==> src/rtl/scr_pkg.sv <==
// Shared types and constants for the sample change reporter.
// Used by the register block, controller, datapath and top level.
package scr_pkg;

	// Configuration register indexes (byte address bit 2)
	localparam logic REG_PERIOD   = 1'b0;
	localparam logic REG_DEADBAND = 1'b1;

	// Reset values
	localparam logic [15:0] PERIOD_RESET   = 16'd20;
	localparam logic [9:0]  DEADBAND_RESET = 10'd4;
	localparam logic [15:0] LAST_RESET     = 16'hFFFF;

	// Printing limits and divide-by-ten reciprocal
	localparam int          NUM_DIGITS  = 4;
	localparam logic [13:0] MAX_PRINT   = 14'd9999;
	localparam logic [16:0] DIV10_MUL   = 17'd52429;
	localparam int          DIV10_SHIFT = 19;

	// Report text characters
	localparam logic [7:0] CHAR_A    = 8'h41;
	localparam logic [7:0] CHAR_D    = 8'h44;
	localparam logic [7:0] CHAR_C    = 8'h43;
	localparam logic [7:0] CHAR_EQ   = 8'h3D;
	localparam logic [7:0] CHAR_ZERO = 8'h30;
	localparam logic [7:0] CHAR_CR   = 8'h0D;
	localparam logic [7:0] CHAR_LF   = 8'h0A;

	typedef enum logic [1:0] {
		ST_IDLE,
		ST_DECIDE,
		ST_CONV,
		ST_EMIT
	} state_t;

	// Controller to datapath
	typedef struct packed {
		logic load;       // take the sample, bump the tick counter
		logic commit;     // report: clear counter, store sample, start conversion
		logic conv_step;  // peel off one decimal digit
		logic emit_adv;   // advance to the next character
	} cmd_t;

	// Datapath to controller
	typedef struct packed {
		logic fire;       // report condition met
		logic conv_done;  // this step produced the last digit
		logic last_pos;   // current character is the final LF
	} sts_t;

endpackage

==> src/rtl/scr_sample_if.sv <==
// Input channel carrying one converter sample per tick.
// Valid/ready handshake; no package dependency.
interface scr_sample_if #(
	parameter int SAMPLE_BITS = 10
);
	logic                   valid;
	logic                   ready;
	logic [SAMPLE_BITS-1:0] sample;

	modport source (output valid, output sample, input ready);
	modport sink (input valid, input sample, output ready);
endinterface

==> src/rtl/scr_char_if.sv <==
// Output channel carrying one report character per request.
// Valid/ready handshake; no package dependency.
interface scr_char_if;
	logic       valid;
	logic       ready;
	logic [7:0] out_char;
	logic       last_char;

	modport source (output valid, output out_char, output last_char, input ready);
	modport sink (input valid, input out_char, input last_char, output ready);
endinterface

==> src/rtl/scr_regs.sv <==
// APB-style configuration registers: report period and deadband.
// Depends on scr_pkg for register indexes and reset values.
module scr_regs
	import scr_pkg::*;
(
	input  logic        clk,
	input  logic        arst_n,
	input  logic        psel,
	input  logic        penable,
	input  logic        pwrite,
	input  logic [2:0]  paddr,
	input  logic [31:0] pwdata,
	output logic [31:0] prdata,
	output logic        pready,
	output logic [15:0] report_period,
	output logic [9:0]  deadband
);

	logic [15:0] period_q;
	logic [9:0]  deadband_q;
	logic        wr_en;

	assign pready = 1'b1;
	assign wr_en  = psel && penable && pwrite;

	// Write on the access phase
	always_ff @(posedge clk or negedge arst_n) begin
		if (!arst_n) begin
			period_q   <= PERIOD_RESET;
			deadband_q <= DEADBAND_RESET;
		end else if (wr_en) begin
			if (paddr[2] == REG_PERIOD) begin
				period_q <= pwdata[15:0];
			end else begin
				deadband_q <= pwdata[9:0];
			end
		end
	end

	// Read back
	always_comb begin
		if (paddr[2] == REG_PERIOD) begin
			prdata = {16'd0, period_q};
		end else begin
			prdata = {22'd0, deadband_q};
		end
	end

	assign report_period = period_q;
	assign deadband      = deadband_q;

endmodule

==> src/rtl/scr_ctrl.sv <==
// Controller state machine: sequences decide, digit conversion and emission.
// Depends on scr_pkg for state, command and status types.
module scr_ctrl
	import scr_pkg::*;
(
	input  logic clk,
	input  logic arst_n,
	input  logic in_valid,
	output logic in_ready,
	output logic out_valid,
	input  logic out_ready,
	input  sts_t sts,
	output cmd_t cmd
);

	state_t state_q;
	state_t state_d;

	// State register
	always_ff @(posedge clk or negedge arst_n) begin
		if (!arst_n) begin
			state_q <= ST_IDLE;
		end else begin
			state_q <= state_d;
		end
	end

	// Next state and commands
	always_comb begin
		state_d   = state_q;
		cmd       = '0;
		in_ready  = 1'b0;
		out_valid = 1'b0;
		unique case (state_q)
			ST_IDLE: begin
				in_ready = 1'b1;
				if (in_valid) begin
					cmd.load = 1'b1;
					state_d  = ST_DECIDE;
				end
			end
			ST_DECIDE: begin
				if (sts.fire) begin
					cmd.commit = 1'b1;
					state_d    = ST_CONV;
				end else begin
					state_d = ST_IDLE;
				end
			end
			ST_CONV: begin
				cmd.conv_step = 1'b1;
				if (sts.conv_done) begin
					state_d = ST_EMIT;
				end
			end
			ST_EMIT: begin
				out_valid = 1'b1;
				if (out_ready) begin
					cmd.emit_adv = 1'b1;
					if (sts.last_pos) begin
						state_d = ST_IDLE;
					end
				end
			end
			default: state_d = ST_IDLE;
		endcase
	end

endmodule

==> src/rtl/scr_dp.sv <==
// Datapath: tick counter, last reported value, change test,
// divide-by-ten digit extraction and the character mux. Depends on scr_pkg.
module scr_dp
	import scr_pkg::*;
#(
	parameter int SAMPLE_BITS = 10
) (
	input  logic                   clk,
	input  logic                   arst_n,
	input  cmd_t                   cmd,
	output sts_t                   sts,
	input  logic [SAMPLE_BITS-1:0] sample,
	input  logic [15:0]            report_period,
	input  logic [9:0]             deadband,
	output logic [7:0]             out_char,
	output logic                   last_char
);

	logic [SAMPLE_BITS-1:0] sample_q;
	logic [15:0]            tick_q;
	logic [15:0]            last_q;
	logic [13:0]            val_q;
	logic [3:0]             dig_q [NUM_DIGITS];
	logic [2:0]             nd_q;
	logic [3:0]             pos_q;

	logic [15:0] sample_w;
	logic [16:0] sample_x;
	logic [16:0] last_x;
	logic [16:0] db_x;
	logic [30:0] prod;
	logic [13:0] quot;
	logic [13:0] quot10;
	logic [3:0]  rem;
	logic [13:0] sat_val;
	logic [3:0]  nd_x;
	logic [3:0]  didx;

	// Report test: period reached, or a change beyond the deadband, with widened sums so nothing wraps
	assign sample_w = 16'(sample_q);
	assign sample_x = 17'(sample_q);
	assign last_x   = {1'b0, last_q};
	assign db_x     = 17'(deadband);
	assign sts.fire = (tick_q >= report_period)
		|| (sample_x > last_x + db_x)
		|| (last_x > sample_x + db_x);

	// Clamp the printed value
	assign sat_val = (sample_w > 16'(MAX_PRINT)) ? MAX_PRINT : sample_w[13:0];

	// Divide by ten via reciprocal multiply, remainder by shift-add
	assign prod   = 31'(val_q) * 31'(DIV10_MUL);
	assign quot   = 14'(prod >> DIV10_SHIFT);
	assign quot10 = 14'({quot, 3'b000}) + 14'({quot, 1'b0});
	assign rem    = 4'(val_q - quot10);
	assign sts.conv_done = (quot == 14'd0) || (nd_q == 3'(NUM_DIGITS - 1));

	// Control registers
	always_ff @(posedge clk or negedge arst_n) begin
		if (!arst_n) begin
			tick_q <= 16'd0;
			last_q <= LAST_RESET;
			nd_q   <= 3'd0;
			pos_q  <= 4'd0;
		end else begin
			if (cmd.load) begin
				tick_q <= tick_q + 16'd1;
			end else if (cmd.commit) begin
				tick_q <= 16'd0;
			end
			if (cmd.commit) begin
				last_q <= sample_w;
				nd_q   <= 3'd0;
				pos_q  <= 4'd0;
			end else if (cmd.conv_step) begin
				nd_q <= nd_q + 3'd1;
			end
			if (cmd.emit_adv) begin
				pos_q <= pos_q + 4'd1;
			end
		end
	end

	// Payload registers
	always_ff @(posedge clk) begin
		if (cmd.load) begin
			sample_q <= sample;
		end
		if (cmd.commit) begin
			val_q <= sat_val;
		end else if (cmd.conv_step) begin
			val_q             <= quot;
			dig_q[nd_q[1:0]] <= rem;
		end
	end

	// Character select: header, digits most significant first, CR, LF
	assign nd_x = {1'b0, nd_q};
	assign didx = nd_x + 4'd3 - pos_q;
	assign sts.last_pos = (pos_q == nd_x + 4'd5);
	assign last_char    = sts.last_pos;

	always_comb begin
		priority if (pos_q == 4'd0) begin
			out_char = CHAR_A;
		end else if (pos_q == 4'd1) begin
			out_char = CHAR_D;
		end else if (pos_q == 4'd2) begin
			out_char = CHAR_C;
		end else if (pos_q == 4'd3) begin
			out_char = CHAR_EQ;
		end else if (pos_q < nd_x + 4'd4) begin
			out_char = CHAR_ZERO + 8'(dig_q[didx[1:0]]);
		end else if (pos_q == nd_x + 4'd4) begin
			out_char = CHAR_CR;
		end else begin
			out_char = CHAR_LF;
		end
	end

endmodule

==> src/rtl/sample_change_reporter_core.sv <==
// Sample change reporter: one converter sample per tick in, report text out.
//
// The samples channel takes one sample per tick. The block bumps its tick
// counter and reports when the counter reaches report_period or when the
// sample moves by more than deadband from the last reported value. A report
// is the text "ADC=", the decimal value (no leading zeros, at most four
// digits) and CR LF, one character per request on the chars channel, with
// last_char set on the LF.
// Flow: a sample is taken in the idle cycle and the decision follows in the
// next cycle; a tick without a report then returns to idle and frees the input.
// A report then has the divide-by-ten unit peel off one digit per cycle and
// sends one character per cycle while the receiver keeps ready high. One tick
// is worked on at a time; the input is not ready until the last character of
// a report has been taken.
// When the receiver stalls, the current character holds until accepted.
// Reset clears the tick counter, sets the last reported value to 65535 so
// the first tick always reports, and loads period 20 and deadband 4.
// Configuration goes through the APB port: period at 0x0, deadband at 0x4.
module sample_change_reporter_core
	import scr_pkg::*;
#(
	parameter int SAMPLE_BITS = 10
) (
	input  logic        clk,
	input  logic        arst_n,
	scr_sample_if.sink  samples,
	scr_char_if.source  chars,
	input  logic        psel,
	input  logic        penable,
	input  logic        pwrite,
	input  logic [2:0]  paddr,
	input  logic [31:0] pwdata,
	output logic [31:0] prdata,
	output logic        pready
);

	logic [15:0] report_period;
	logic [9:0]  deadband;
	cmd_t        cmd;
	sts_t        sts;

	// Configuration registers
	scr_regs u_regs (
		.clk           (clk),
		.arst_n        (arst_n),
		.psel          (psel),
		.penable       (penable),
		.pwrite        (pwrite),
		.paddr         (paddr),
		.pwdata        (pwdata),
		.prdata        (prdata),
		.pready        (pready),
		.report_period (report_period),
		.deadband      (deadband)
	);

	// Sequencer
	scr_ctrl u_ctrl (
		.clk       (clk),
		.arst_n    (arst_n),
		.in_valid  (samples.valid),
		.in_ready  (samples.ready),
		.out_valid (chars.valid),
		.out_ready (chars.ready),
		.sts       (sts),
		.cmd       (cmd)
	);

	// Datapath
	scr_dp #(
		.SAMPLE_BITS (SAMPLE_BITS)
	) u_dp (
		.clk           (clk),
		.arst_n        (arst_n),
		.cmd           (cmd),
		.sts           (sts),
		.sample        (samples.sample),
		.report_period (report_period),
		.deadband      (deadband),
		.out_char      (chars.out_char),
		.last_char     (chars.last_char)
	);

`ifndef SYNTHESIS
	// A taken sample blocks the input until its decision is made
	a_busy_after_accept: assert property (@(posedge clk) disable iff (!arst_n)
		samples.valid && samples.ready |=> !samples.ready)
		else $error("input ready right after a sample was taken");

	// The final character of a report is always LF
	a_last_is_lf: assert property (@(posedge clk) disable iff (!arst_n)
		chars.valid && chars.last_char |-> chars.out_char == CHAR_LF)
		else $error("last_char set on a character other than LF");

	// Taking the final character frees the input
	a_idle_after_last: assert property (@(posedge clk) disable iff (!arst_n)
		chars.valid && chars.ready && chars.last_char |=> samples.ready && !chars.valid)
		else $error("block not idle after report end");

	// Input and output never handshake in the same cycle
	a_no_overlap: assert property (@(posedge clk) disable iff (!arst_n)
		!(samples.ready && chars.valid))
		else $error("input ready while a report character is pending");
`endif

endmodule

==> src/flat_wrapper.sv <==
// flat-port wrapper written by rule: the top's interface ports become plain ports
module sample_change_reporter_core_flat import scr_pkg::*;
#(
	parameter int SAMPLE_BITS = 10
)
  (clk, arst_n, psel, penable, pwrite, paddr, pwdata, prdata, pready, samples_valid, samples_sample, samples_ready, chars_valid, chars_out_char, chars_last_char, chars_ready);
  scr_sample_if #(.SAMPLE_BITS(SAMPLE_BITS)) samples_i ();
  scr_char_if chars_i ();
  input  logic clk;
  input  logic arst_n;
  input  logic psel;
  input  logic penable;
  input  logic pwrite;
  input  logic [2:0] paddr;
  input  logic [31:0] pwdata;
  output logic [31:0] prdata;
  output logic pready;
  input wire logic [$bits(samples_i.valid)-1:0] samples_valid;
  input wire logic [$bits(samples_i.sample)-1:0] samples_sample;
  output wire logic [$bits(samples_i.ready)-1:0] samples_ready;
  output wire logic [$bits(chars_i.valid)-1:0] chars_valid;
  output wire logic [$bits(chars_i.out_char)-1:0] chars_out_char;
  output wire logic [$bits(chars_i.last_char)-1:0] chars_last_char;
  input wire logic [$bits(chars_i.ready)-1:0] chars_ready;
  assign samples_i.valid = samples_valid;
  assign samples_i.sample = samples_sample;
  assign samples_ready = samples_i.ready;
  assign chars_valid = chars_i.valid;
  assign chars_out_char = chars_i.out_char;
  assign chars_last_char = chars_i.last_char;
  assign chars_i.ready = chars_ready;
  sample_change_reporter_core #(.SAMPLE_BITS(SAMPLE_BITS)) u_core (.clk(clk), .arst_n(arst_n), .samples(samples_i), .chars(chars_i), .psel(psel), .penable(penable), .pwrite(pwrite), .paddr(paddr), .pwdata(pwdata), .prdata(prdata), .pready(pready));
endmodule
==> config.mk <==
export PLATFORM = sky130hd
export DESIGN_NAME = sample_change_reporter_core_flat
export DESIGN_NICKNAME = d
export VERILOG_FILES = /design/src/rtl/scr_pkg.sv /design/src/rtl/scr_sample_if.sv /design/src/rtl/scr_char_if.sv /design/src/rtl/scr_regs.sv /design/src/rtl/scr_ctrl.sv /design/src/rtl/scr_dp.sv /design/src/rtl/sample_change_reporter_core.sv /design/src/flat_wrapper.sv
export SDC_FILE = /design/constraint.sdc
export NUM_CORES = 1
export LEC_CHECK = 0
export BUFFER_PORTS_ARGS = -buffer_cell sky130_fd_sc_hd__buf_2
export CORE_ASPECT_RATIO = 2
export CORE_UTILIZATION = 35
export CTS_BUF_LIST = sky130_fd_sc_hd__clkbuf_4 sky130_fd_sc_hd__clkbuf_8
export CTS_CLUSTER_SIZE = 14
export DETAILED_ROUTE_END_ITERATION = 7
export PLACE_DENSITY = 0.6
export SYNTH_ARGS = -nofsm -noshare
export SYNTH_HDL_FRONTEND = slang
export SYNTH_SLANG_ARGS = --single-unit
export TNS_END_PERCENT = 1
==> constraint.sdc <==
create_clock -name clk -period 5 [get_ports clk]
set_clock_uncertainty 0.05 [all_clocks]
set_input_delay 0.5 -clock clk [delete_from_list [all_inputs] [get_ports clk]]
set_output_delay 0.5 -clock clk [all_outputs]
set_load 0.03 [all_outputs]
==> metrics.md, run 1 <==
| Metric | Value |
|---|---|
| DR WL/cell | `around 17 µm` |
| Area growth syn-to-layout | `17.2%` |
| Most frequent CP cell | `fa_1` |
| Cell at the slowest stage of the critical path | `fa_1` |
| Clock Tree Buf Depth | `2` |
| Clk slew on worst S/H paths | `0.10 ns` |
| Rel. slew slack | `25.5%` |
| Slew Viols, Final | `0` |
| CP Max Fanout | `4` |
| Status | `complete, but fails checks` |
| Met3 GRT Util | `2.22%` |
| PortBufs | `59` |
| FP Rows | `80` |
| Nets | `about 1200` |
| #FFs+latches synth | `98` |
| Io pins | `96` |
| Pin count of the biggest net entering global routing | `63` |
| Starting density of the core | `35.8%` |
| FF-to-FF End | `u_core.u_dp.dig_q[0][3]$_DFFE_PP_` |
| Vias | `between 6000 and 7000` |
| Worst path max stage delay | `0.54 ns` |
| Most used routing layer | `met2` |
| CP cell instances | `ha_4 > inv_2 > ha_4 > fa_1 > fa_1 > inv_2 > fa_1 > inv_2 > fa_1 > ha_4 > nand4_1 > buf_6 > buf_4 > o21ai_4 > nand4_1 > o211ai_2 > xor2_1 > nand2_1 > xnor2_2 > xnor2_2` |
| Fmax achieved | `188 MHz` |
| Vias in the first global route | `approximately 6800` |
| Worst R2R Start | `u_core.u_dp.val_q[4]$_DFFE_PP_` |
| Final hold violation count | `0` |
| Mapped Avg Cell Area | `10.2 µm²` |
| First-pass GRT wire length | `33.4 mm` |
| Seq/Total Area, Yosys | `30.8%` |
| Crit start category | `flip-flop` |
| Met2 GRT Util | `37.4%` |
| CTS tree | `yes` |
| Data required, critical path | `between 5 and 6 ns` |
| Final period utilization | `106%` |
| Syn Inst Count | `842` |
| HPWL after DPL | `17.7 mm` |
| TritonCTS buffer count | `9` |
| Core area | `24000 µm²` |
| Non-Filler Instances | `roughly 1300` |
| Primary FF master, synth | `dfrtp_1` |
| Die ar. | `~25000 µm²` |
| Final setup fails | `20` |
| RSZ-0062 raised after global routing | `yes` |
| Routability cong. | `0.871` |
| Met1 global-route usage | `14.4%` |
| Worst Setup Slack, final | `-0.307 ns` |
| Yosys warns | `0` |
| Cell Area, Synth | `8600 µm²` |
| Max cap viols | `0` |
| Antenna-violating nets left | `0` |
| Hold Path Class | `in -> async` |
| Die Y | `224 µm` |
| Failing checks | `negative setup slack` |
| Total wire length | `21.1 mm` |
| Total global-route track usage | `between 10% and 20%` |
| Inst Count DP | `1240` |
| Sink count of the clock tree | `just under 100` |
| Distinct cell type count after synthesis | `approximately 60` |
| Residual DRC count | `0` |
| Die width | `113 µm` |
| CP Class | `reg -> reg` |
| Worst-Skew Late Latency | `0.40 ns` |
| Initial antenna violation count | `0` |
| CTS root buf | `clkbuf_8` |
| R2r setup slk | `-0.31 ns` |
| Initial DRC count | `between 150 and 200` |
| Critical Path AT | `5.40 ns` |
| R2R cell count | `20` |
| Worst Setup End Kind | `flip-flop` |
| Crit path time final | `5.31 ns` |
| Tightest Pin Transition | `1.11 ns` |
| DR vias/cell | `5.20` |
| Diode count | `0` |
| Async set or reset register ratio after synthesis | `a little over three fifths` |
| H-tree depth | `3` |
| Layout cells sized above 1 | `25.1%` |
| Post-synth EDFFs | `36` |
| DRT Pass-1 Iters | `7` |
| Total congestion overflow | `0` |
-- cells in the final DEF, fill, tap and decap left out, types with 12 or more instances in the layout --
cell      synthesis  routed
nand2_1          53      53
edfxtp_1         36      36
inv_1            98      94
a21oi_1          43      40
xor2_1           18      18
nor2_1           36      36
nand4_1          12      12
dfrtp_1          48      48
buf_2             3      59
o21ai_0          45      43
dfstp_2          14      14
buf_4            19      71
xnor2_1          19      15
fa_1             30      30
ha_1            152     144
conb_1            2      18
mux2_2           31      31
a21o_1           17      17
nand3_1          33      33
-- metal layers --
| layer | part of all wire [%] | vias to the layer above |
|---|---|---|
| met5 | 0 | - |
| met4 | 5.3 | 0 |
| met3 | 1.7 | 56 |
| met2 | 62 | 116 |
| met1 | 32 | 3173 |
| li1 | - | 3212 |
-- kinds of logic after synthesis --
| group | after synthesis | share of synthesized area (%) |
|---|---|---|
| compound gates | 162 | 12.2 |
| xor+xnor | 37 | 3.77 |
| fa+ha+maj | 182 | 29.1 |
| buf+inv | 131 | 6.68 |
| flops | 98 | 30.8 |
| mux | 45 | 6.79 |
| other cells | 2 | 0.0873 |
| simple gates | 185 | 10.5 |
-- synthesized netlist by cell type (5+ instances only) --
cell type,instances,area (µm²)
nor4_1,5,31.3
fa_1,30,601
a21o_1,17,128
nand3_1,33,165
xor2_1,18,158
o21ai_0,45,225
edfxtp_1,36,1080
a211oi_1,5,37.5
mux2_2,31,349
ha_1,152,1900
nand2_1,53,199
mux2_4,9,135
xnor2_1,19,166
nor2_1,36,135
a21oi_1,43,215
clkbuf_1,10,37.5
a31oi_1,10,62.6
dfstp_2,14,368
o21a_1,8,60.1
nand2b_1,6,37.5
buf_4,19,143
and2_1,9,56.3
nand4_1,12,75.1
inv_1,98,368
dfrtp_1,48,1200
and3_1,8,50.1
-- state kept, by name, indices dropped and copies added (netlist names), named ones only --
signal	count
u_core.u_dp.dig_q	16
u_core.u_dp.tick_q	16
u_core.u_regs.report_period	16
u_core.u_dp.last_q	11
u_core.u_dp.sample_q	10
u_core.u_dp.val_q	10
u_core.u_regs.deadband	10
u_core.u_dp.pos_q	4
u_core.u_dp.nd_q	3
u_core.u_ctrl.state_q	1
-- critical path, delay by kind of cell, from the launching register on --
kind                       cells  cell delay (ns)
buffers and inverters          5             0.42
adders and majority gates      7             2.75
and+or+nand+nor                3             0.35
xor gates and xnor gates       3             0.72
DFF                            1             0.44
AOI/OAI and AO/OA              2             0.33
-- final cells by class --
type	count	area, µm²
Clock buffer	10	138
Clock inverter	6	95.1
Fill cell	2340	13900
Inverter	98	368
Multi-Input combinational cell	629	5610
Sequential cell	98	2650
Tap cell	287	359
Timing Repair Buffer	132	860
-- timing repair --
item / in CTS / in global routing
setup buffers: 0 / 4
cloned: 0 / 0
pin swaps: 6 / 11
setup endpoints to repair: 21 / 32
resized for setup: 3 / 19
hold buffers: 0 / 0
-- per-stage QoR --
step	utilization, %	instance area (µm²)	setup WS (ns)	hold WS, ns	TNS [ns]
global route	42.0	10100	-0.506	0.192	-7.48
CTS	41.4	9950	-0.403	0.194	-4.59
floorplan	-	8720	-0.107	0.154	-0.466
finish	42.0	10100	-0.307	0.216	-3.73
detailed placement	40.4	9700	-0.401	0.444	-4.83
global placement	40.4	9700	-0.342	0.430	-3.97
-- worst max path at each step --
stage | start | to | slack, ns | cells past startpoint
final | u_core.u_dp.val_q[4]$_DFFE_PP_ | u_core.u_dp.dig_q[0][3]$_DFFE_PP_ | -0.31 | 20
after global routing | u_core.u_dp.val_q[4]$_DFFE_PP_ | u_core.u_dp.dig_q[0][3]$_DFFE_PP_ | -0.51 | 21
after CTS | u_core.u_dp.val_q[4]$_DFFE_PP_ | u_core.u_ctrl.state_q[0]$_DFFE_PN0P_ | -0.40 | 19
after detailed placement | u_core.u_dp.val_q[4]$_DFFE_PP_ | u_core.u_ctrl.state_q[0]$_DFFE_PN0P_ | -0.40 | 19
after global placement | u_core.u_dp.val_q[4]$_DFFE_PP_ | u_core.u_dp.dig_q[1][3]$_DFFE_PP_ | -0.34 | 20
after floorplan | u_core.u_dp.val_q[3]$_DFFE_PP_ | u_core.u_dp.dig_q[0][3]$_DFFE_PP_ | -0.11 | 21
Power of run 1 is left out: the tool's default activity adds up to more than one toggle a clock period on the data nets, which glitch-free logic cannot reach.
==> run 2: changes to the inputs <==
PLACE_DENSITY = 0.5   (was 0.6)
==> metrics.md, run 2 (synthesis results as in run 1) <==
| Metric | Value |
|---|---|
| Status | `complete, but fails checks (unchanged)` |
| Failing checks | `negative setup slack (unchanged)` |
| Non-Filler Instances | `1255 (was 1260)` |
| Hold Path Class | `in -> async (unchanged)` |
| Worst Setup End Kind | `flip-flop (unchanged)` |
| Sink count of the clock tree | `98 (unchanged)` |
| CP Max Fanout | `5 (was 4)` |
| Max cap viols | `0 (unchanged)` |
| Residual DRC count | `0 (unchanged)` |
| Final period utilization | `107% (was 106%)` |
| Antenna-violating nets left | `0 (unchanged)` |
| Fmax achieved | `186 MHz (was 188 MHz)` |
| Clk slew on worst S/H paths | `0.10 ns (about the same)` |
| Worst path bufs/invs | `4 (was 5)` |
| Worst-Skew Late Latency | `0.39 ns (was 0.40 ns)` |
| Nets | `1197 (was 1202)` |
| Total congestion overflow | `0 (unchanged)` |
| Critical Path AT | `5.47 ns (was 5.40 ns)` |
| Setup TNS | `-3.31 ns (was -3.73 ns)` |
| RSZ-0062 raised after global routing | `yes (unchanged)` |
| Pin count of the biggest net entering global routing | `63 (unchanged)` |
| CTS root buf | `clkbuf_8 (unchanged)` |
| Diode count | `0 (unchanged)` |
| TritonCTS buffer count | `9 (unchanged)` |
| Rel. slew slack | `34.0% (was 25.5%)` |
| Most common cell after layout, fill and taps aside | `ha_1 (unchanged)` |
| Top Family by Delay on Critical Path | `adder cells (unchanged)` |
| H-tree depth | `3 (unchanged)` |
| Initial antenna violation count | `0 (unchanged)` |
| Cell at the slowest stage of the critical path | `fa_1 (unchanged)` |
| Worst path max stage delay | `0.51 ns (was 0.54 ns)` |
| Final Cell Area | `9990 µm² (was 10100 µm²)` |
| First-pass GRT wire length | `35.1 mm (was 33.4 mm)` |
| Final setup fails | `15 (was 20)` |
| Dpl ws | `-0.444 ns (was -0.401 ns)` |
| Total global-route track usage | `18.6% (was 17.6%)` |
| CTS tree | `yes (unchanged)` |
| Area growth syn-to-layout | `16.2% (was 17.2%)` |
| Die width | `113 µm (unchanged)` |
| Area after DPL | `9650 µm² (was 9700 µm²)` |
| Layout cells sized above 1 | `24.2% (was 25.1%)` |
| Slew Viols, Final | `0 (unchanged)` |
| HPWL after DPL | `18.5 mm (was 17.7 mm)` |
| DRT Pass-1 Iters | `4 (was 7)` |
| Crit start category | `flip-flop (unchanged)` |
| Final hold violation count | `0 (unchanged)` |
| FF-to-FF End | `u_core.u_dp.dig_q[1][3]$_DFFE_PP_ (was u_core.u_dp.dig_q[0][3]$_DFFE_PP_)` |
| Data required, critical path | `5.10 ns (about the same)` |
| Initial DRC count | `175 (was 171)` |
| PortBufs | `59 (unchanged)` |
| Clock Tree Buf Depth | `2 (unchanged)` |
| Io pins | `96 (unchanged)` |
| Routability cong. | `0.871 (about the same)` |
| DR vias/cell | `5.11 (was 5.20)` |
| Total wire length | `21.9 mm (was 21.1 mm)` |
| Core area | `24000 µm² (unchanged)` |
| Die ar. | `25200 µm² (unchanged)` |
| Die Y | `224 µm (unchanged)` |
| R2R cell count | `21 (was 20)` |
| Vias | `6411 (was 6557)` |
| Tightest Pin Transition | `0.989 ns (was 1.11 ns)` |
| Worst Setup Slack, final | `-0.369 ns (was -0.307 ns)` |
| Most frequent cells in the layout | `ha_1 (147), inv_1 (94), buf_4 (67), buf_2 (59), nand2_1 (53) (was ha_1 (144), inv_1 (94), buf_4 (71), buf_2 (59), nand2_1 (53))` |
| DR WL/cell | `17.4 µm (was 16.7 µm)` |
| FP Rows | `80 (unchanged)` |
| Most frequent CP cell | `fa_1 (unchanged)` |
| Crit path time final | `5.37 ns (was 5.31 ns)` |
| R2r setup slk | `-0.37 ns (was -0.31 ns)` |
| Inst Count DP | `1233 (was 1240)` |
| CP cell instances | `ha_4 > inv_2 > ha_4 > fa_1 > fa_1 > inv_2 > fa_1 > inv_1 > fa_1 > ha_4 > nand4_1 > nor2_1 > and4_1 > nor4_4 > xnor2_2 > ha_1 > nand2_1 > nand2_1 > xnor2_2 > xnor2_1 > buf_4 (was ha_4 > inv_2 > ha_4 > fa_1 > fa_1 > inv_2 > fa_1 > inv_2 > fa_1 > ha_4 > nand4_1 > buf_6 > buf_4 > o21ai_4 > nand4_1 > o211ai_2 > xor2_1 > nand2_1 > xnor2_2 > xnor2_2)` |
| Vias in the first global route | `6922 (was 6809)` |
| CP Class | `reg -> reg (unchanged)` |
| Starting density of the core | `35.8% (unchanged)` |
| Worst R2R Start | `u_core.u_dp.val_q[4]$_DFFE_PP_ (unchanged)` |
-- run 2: cell types whose count changed in the layout (fill, tap and decap cells not counted), moves of 2 or more --
cell,change
buf_4,-4
clkinvlp_4,-2
ha_1,+3
ha_2,-2
xnor2_2,-2
xor2_1,-2
xor2_2,+2
-- run 2: worst max path at each step --
stage / start / slack (ns) / depth (start not counted) / end
floorplan: u_core.u_dp.val_q[3]$_DFFE_PP_ / -0.11 / 21 / u_core.u_dp.dig_q[0][3]$_DFFE_PP_
global placement: u_core.u_dp.val_q[4]$_DFFE_PP_ / -0.39 / 20 / u_core.u_dp.dig_q[0][3]$_DFFE_PP_
detailed placement: u_core.u_dp.val_q[4]$_DFFE_PP_ / -0.44 / 20 / u_core.u_dp.dig_q[1][3]$_DFFE_PP_
CTS: u_core.u_dp.val_q[4]$_DFFE_PP_ / -0.35 / 21 / u_core.u_dp.dig_q[1][3]$_DFFE_PP_
global route: u_core.u_dp.val_q[4]$_DFFE_PP_ / -0.62 / 21 / u_core.u_dp.dig_q[1][3]$_DFFE_PP_
finish: u_core.u_dp.val_q[4]$_DFFE_PP_ / -0.37 / 21 / u_core.u_dp.dig_q[1][3]$_DFFE_PP_
-- run 2: area by class of cell --
cell class                      instances  area [µm²]
Inverter                               98         368
Clock buffer                           10         138
Multi-Input combinational cell        629        5590
Sequential cell                        98        2650
Tap cell                              287         359
Timing Repair Buffer                  127         818
Clock inverter                          6        70.1
Fill cell                            2423       14000
-- run 2: worst register-to-register path, delay by kind of cell, from the launching register on --
family / cells / cell delay [ns]
XOR/XNOR: 3 / 0.41
AND/OR/NAND/NOR: 6 / 1.01
flip-flops: 1 / 0.44
adder cells (fa/ha/maj): 8 / 2.93
buffers and inverters: 4 / 0.28
-- run 2: layer usage --
metal	share of wire, %	global-route usage, %
met1	32	15.6
met2	61	39.4
met3	1.4	2.08
met4	5.6	11.2
met5	0	0
-- run 2: metrics by stage --
| stage | util [%] | hold WS, ns |
|---|---|---|
| 6_report | 41.6 | 0.203 |
| 5_1_grt | 41.6 | 0.201 |
| 4_1_cts | 41.4 | 0.192 |
| 3_5_place_dp | 40.2 | 0.443 |
| 3_3_place_gp | 40.2 | 0.431 |
| 2_1_floorplan | - | 0.154 |
-- run 2: repair_timing --
action,CTS,global route
resized for setup,8,7
hold buffers,0,0
pin swaps,16,11
endpoints found under the hold margin,0,0
endpoints found under the setup margin,21,40
buffers inserted,5,1
Power of run 2 is left out for the same reason.
==> run 3: changes to the inputs <==
ABC_AREA = 1   (was not set)
==> metrics.md, run 3 <==
| Metric | Value |
|---|---|
| Status | `complete, but fails checks (unchanged)` |
| Failing checks | `negative setup slack (unchanged)` |
| Sequential cell area | `2650 µm² (unchanged)` |
| Synth Area in Compound Gates | `9.45% (was 12.2%)` |
| Routability cong. | `0.872 (was 0.871)` |
| Worst-Skew Late Latency | `0.40 ns (was 0.39 ns)` |
| Residual DRC count | `0 (unchanged)` |
| Die Y | `236 µm (was 224 µm)` |
| FP Rows | `85 (was 80)` |
| Max cap viols | `0 (unchanged)` |
| Rel. slew slack | `31.9% (was 34.0%)` |
| Clk slew on worst S/H paths | `0.11 ns (was 0.10 ns)` |
| Sink count of the clock tree | `98 (unchanged)` |
| Syn Inst Count | `1263 (was 842)` |
| Initial antenna violation count | `0 (unchanged)` |
| Post-synth top area share | `19.8% (was 22.1%)` |
| Die width | `119 µm (was 113 µm)` |
| Most common cell after layout, fill and taps aside | `nand2_1 (was ha_1)` |
| Fillers | `2806 (was 2423)` |
| Die ar. | `28100 µm² (was 25200 µm²)` |
| Area growth syn-to-layout | `16.7% (was 16.2%)` |
| Total congestion overflow | `0 (unchanged)` |
| Vias | `8188 (was 6411)` |
| Most frequent cells in the layout | `nand2_1 (294), inv_1 (232), ha_1 (139), nor2_1 (83), buf_4 (79) (was ha_1 (147), inv_1 (94), buf_4 (67), buf_2 (59), nand2_1 (53))` |
| DR vias/cell | `4.69 (was 5.11)` |
| Final hold violation count | `0 (unchanged)` |
| #FFs+latches synth | `98 (unchanged)` |
| Critical Path AT | `5.17 ns (was 5.47 ns)` |
| Final setup fails | `9 (was 15)` |
| TritonCTS buffer count | `9 (unchanged)` |
| DRT Pass-1 Iters | `5 (was 4)` |
| Worst Setup End Kind | `flip-flop (unchanged)` |
| Crit start category | `flip-flop (unchanged)` |
| Data required, critical path | `5.11 ns (was 5.10 ns)` |
| Synth Area in Adders | `26.1% (was 29.1%)` |
| Synth Area in XOR/XNOR | `2.65% (was 3.77%)` |
| Nets | `1625 (was 1197)` |
| Slew Viols, Final | `0 (unchanged)` |
| Post-synth EDFFs | `36 (unchanged)` |
| Largest family of logic cells by synthesized area | `adder cells (unchanged)` |
| CP Class | `reg -> reg (unchanged)` |
| Fmax achieved | `198 MHz (was 186 MHz)` |
| Initial DRC count | `238 (was 175)` |
| CTS tree | `yes (unchanged)` |
| Cell taking the most area after synthesis | `ha_1 (unchanged)` |
| Starting density of the core | `35.7% (was 35.8%)` |
| Cell Area, Synth | `9600 µm² (was 8600 µm²)` |
| PortBufs | `59 (unchanged)` |
| CP Max Fanout | `4 (was 5)` |
| Worst Setup Slack, final | `-0.0558 ns (was -0.369 ns)` |
| Final period utilization | `101% (was 107%)` |
| Hold Path Class | `in -> async (unchanged)` |
| Core area | `26900 µm² (was 24000 µm²)` |
| Total global-route track usage | `19.3% (was 18.6%)` |
| Distinct cell type count after synthesis | `48 (was 59)` |
| Yosys warns | `0 (unchanged)` |
| Primary FF master, synth | `dfrtp_1 (unchanged)` |
| H-tree depth | `3 (unchanged)` |
| Diode count | `0 (unchanged)` |
| Post-Synth Simple-Gate Area | `22.0% (was 10.5%)` |
| R2R cell count | `22 (was 21)` |
| Total wire length | `26.0 mm (was 21.9 mm)` |
| RSZ-0062 raised after global routing | `yes (unchanged)` |
| First-pass GRT wire length | `41.2 mm (was 35.1 mm)` |
| Area occupied by multi-input gates | `6130 µm² (was 5590 µm²)` |
| Pin count of the biggest net entering global routing | `63 (unchanged)` |
| HPWL after DPL | `22.3 mm (was 18.5 mm)` |
| Seq/Total Area, Yosys | `27.6% (was 30.8%)` |
| Clock Tree Buf Depth | `2 (unchanged)` |
| Mux cell area share after synthesis | `0% (was 6.79%)` |
| Inst Count DP | `1722 (was 1233)` |
| Crit path time final | `5.06 ns (was 5.37 ns)` |
| Non-Filler Instances | `1744 (was 1255)` |
| Io pins | `96 (unchanged)` |
| Largest cells by area after synthesis | `ha_1 (20%), dfrtp_1 (13%), nand2_1 (12%), edfxtp_1 (11%), inv_1 (9.3%) (was ha_1 (22%), dfrtp_1 (14%), edfxtp_1 (13%), fa_1 (7.0%), dfstp_2 (4.3%))` |
| Mapped Avg Cell Area | `7.60 µm² (was 10.2 µm²)` |
| Post-CTS Hold Buffers | `0 (unchanged)` |
| Tightest Pin Transition | `1.02 ns (was 0.989 ns)` |
| Top post-synthesis cells by count | `nand2_1 (307), inv_1 (237), ha_1 (152), nor2_1 (95), nand3_1 (71) (was ha_1 (152), inv_1 (98), nand2_1 (53), dfrtp_1 (48), o21ai_0 (45))` |
| Top-count cell post-synth | `nand2_1 (was ha_1)` |
| Antenna-violating nets left | `0 (unchanged)` |
| Vias in the first global route | `8398 (was 6922)` |
| CTS root buf | `clkbuf_8 (unchanged)` |
| DR WL/cell | `14.9 µm (was 17.4 µm)` |
| Layout cells sized above 1 | `16.9% (was 24.2%)` |
| Async set or reset register ratio after synthesis | `63.3% (unchanged)` |
run 3: kinds of logic (layout without fill, tap and decap cells):
| logic type | count (synthesis) | after routing |
|---|---|---|
| simple gates | 512 | 512 |
| buf+inv | 278 | 395 |
| compound gates | 162 | 162 |
| other cells | 2 | 18 |
| flops | 98 | 98 |
| fa+ha+maj | 182 | 182 |
| xor+xnor | 29 | 29 |
run 3: layout make-up:
class / count / share of cell area (%)
clock buffer: 9 / 1.11
clock inverter: 7 / 0.547
inverter: 240 / 8.04
multi-input combinational: 903 / 54.7
sequential: 98 / 23.7
tap: 348 / 3.89
timing repair buffer: 139 / 8.03
run 3: worst paths after layout:
check                                                  startpoint                                           to  slack (ns)
worst max register to register     u_core.u_dp.val_q[4]$_DFFE_PP_            u_core.u_dp.dig_q[1][3]$_DFFE_PP_       -0.06
worst max-delay path               u_core.u_dp.val_q[4]$_DFFE_PP_            u_core.u_dp.dig_q[1][3]$_DFFE_PP_       -0.06
min in group clk                                samples_sample[6]            u_core.u_dp.sample_q[6]$_DFFE_PP_        0.22
max in group asynchronous                                  arst_n   u_core.u_regs.report_period[1]$_DFFE_PN0P_        4.13
worst min register to register  u_core.u_dp.last_q[0]$_DFFE_PN1P_            u_core.u_dp.last_q[0]$_DFFE_PN1P_        0.45
worst min-delay path                                       arst_n  u_core.u_regs.report_period[13]$_DFFE_PN0P_        0.21
run 3: routing by layer:
metal | wire length (µm) | part of all wire [%] | global-route usage [%]
met1 | 8540 | 33 | 16.4
met2 | 15400 | 59 | 39.9
met3 | 359 | 1.4 | 2.06
met4 | 1740 | 6.7 | 13.2
met5 | 0 | 0 | 0
run 3: worst max-delay path, stage by stage (launching register included):
cell,delay [ns]
edfxtp_1,0.44
ha_4,0.29
inv_2,0.04
ha_4,0.16
fa_1,0.47
fa_1,0.56
inv_2,0.07
fa_1,0.48
inv_1,0.05
fa_1,0.53
ha_4,0.23
nand2_4,0.08
inv_2,0.03
nand2_1,0.06
nand2_2,0.08
a21oi_4,0.15
nand4_1,0.18
nand2_4,0.14
ha_4,0.14
xor2_2,0.14
xor2_1,0.18
xor2_1,0.16
inv_1,0.09
run 3: per-stage QoR:
stage | util (%) | cell area [µm²] | setup slack (ns) | hold WS (ns) | setup TNS (ns)
after floorplan | - | 9660 | 0.0561 | 0.154 | 0
after global placement | 39.7 | 10700 | -0.330 | 0.418 | -3.27
after detailed placement | 39.7 | 10700 | -0.445 | 0.424 | -3.90
after CTS | 41.0 | 11000 | -0.221 | 0.176 | -1.48
after global routing | 41.6 | 11200 | -0.352 | 0.194 | -4.12
final | 41.6 | 11200 | -0.0558 | 0.213 | -0.313
run 3: timing repair:
action / 4_1_cts / 5_1_grt
setup buffers: 4 / 2
endpoints found under the setup margin: 16 / 22
resized for setup: 29 / 35
pin swaps: 16 / 16
Power of run 3 is left out for the same reason.
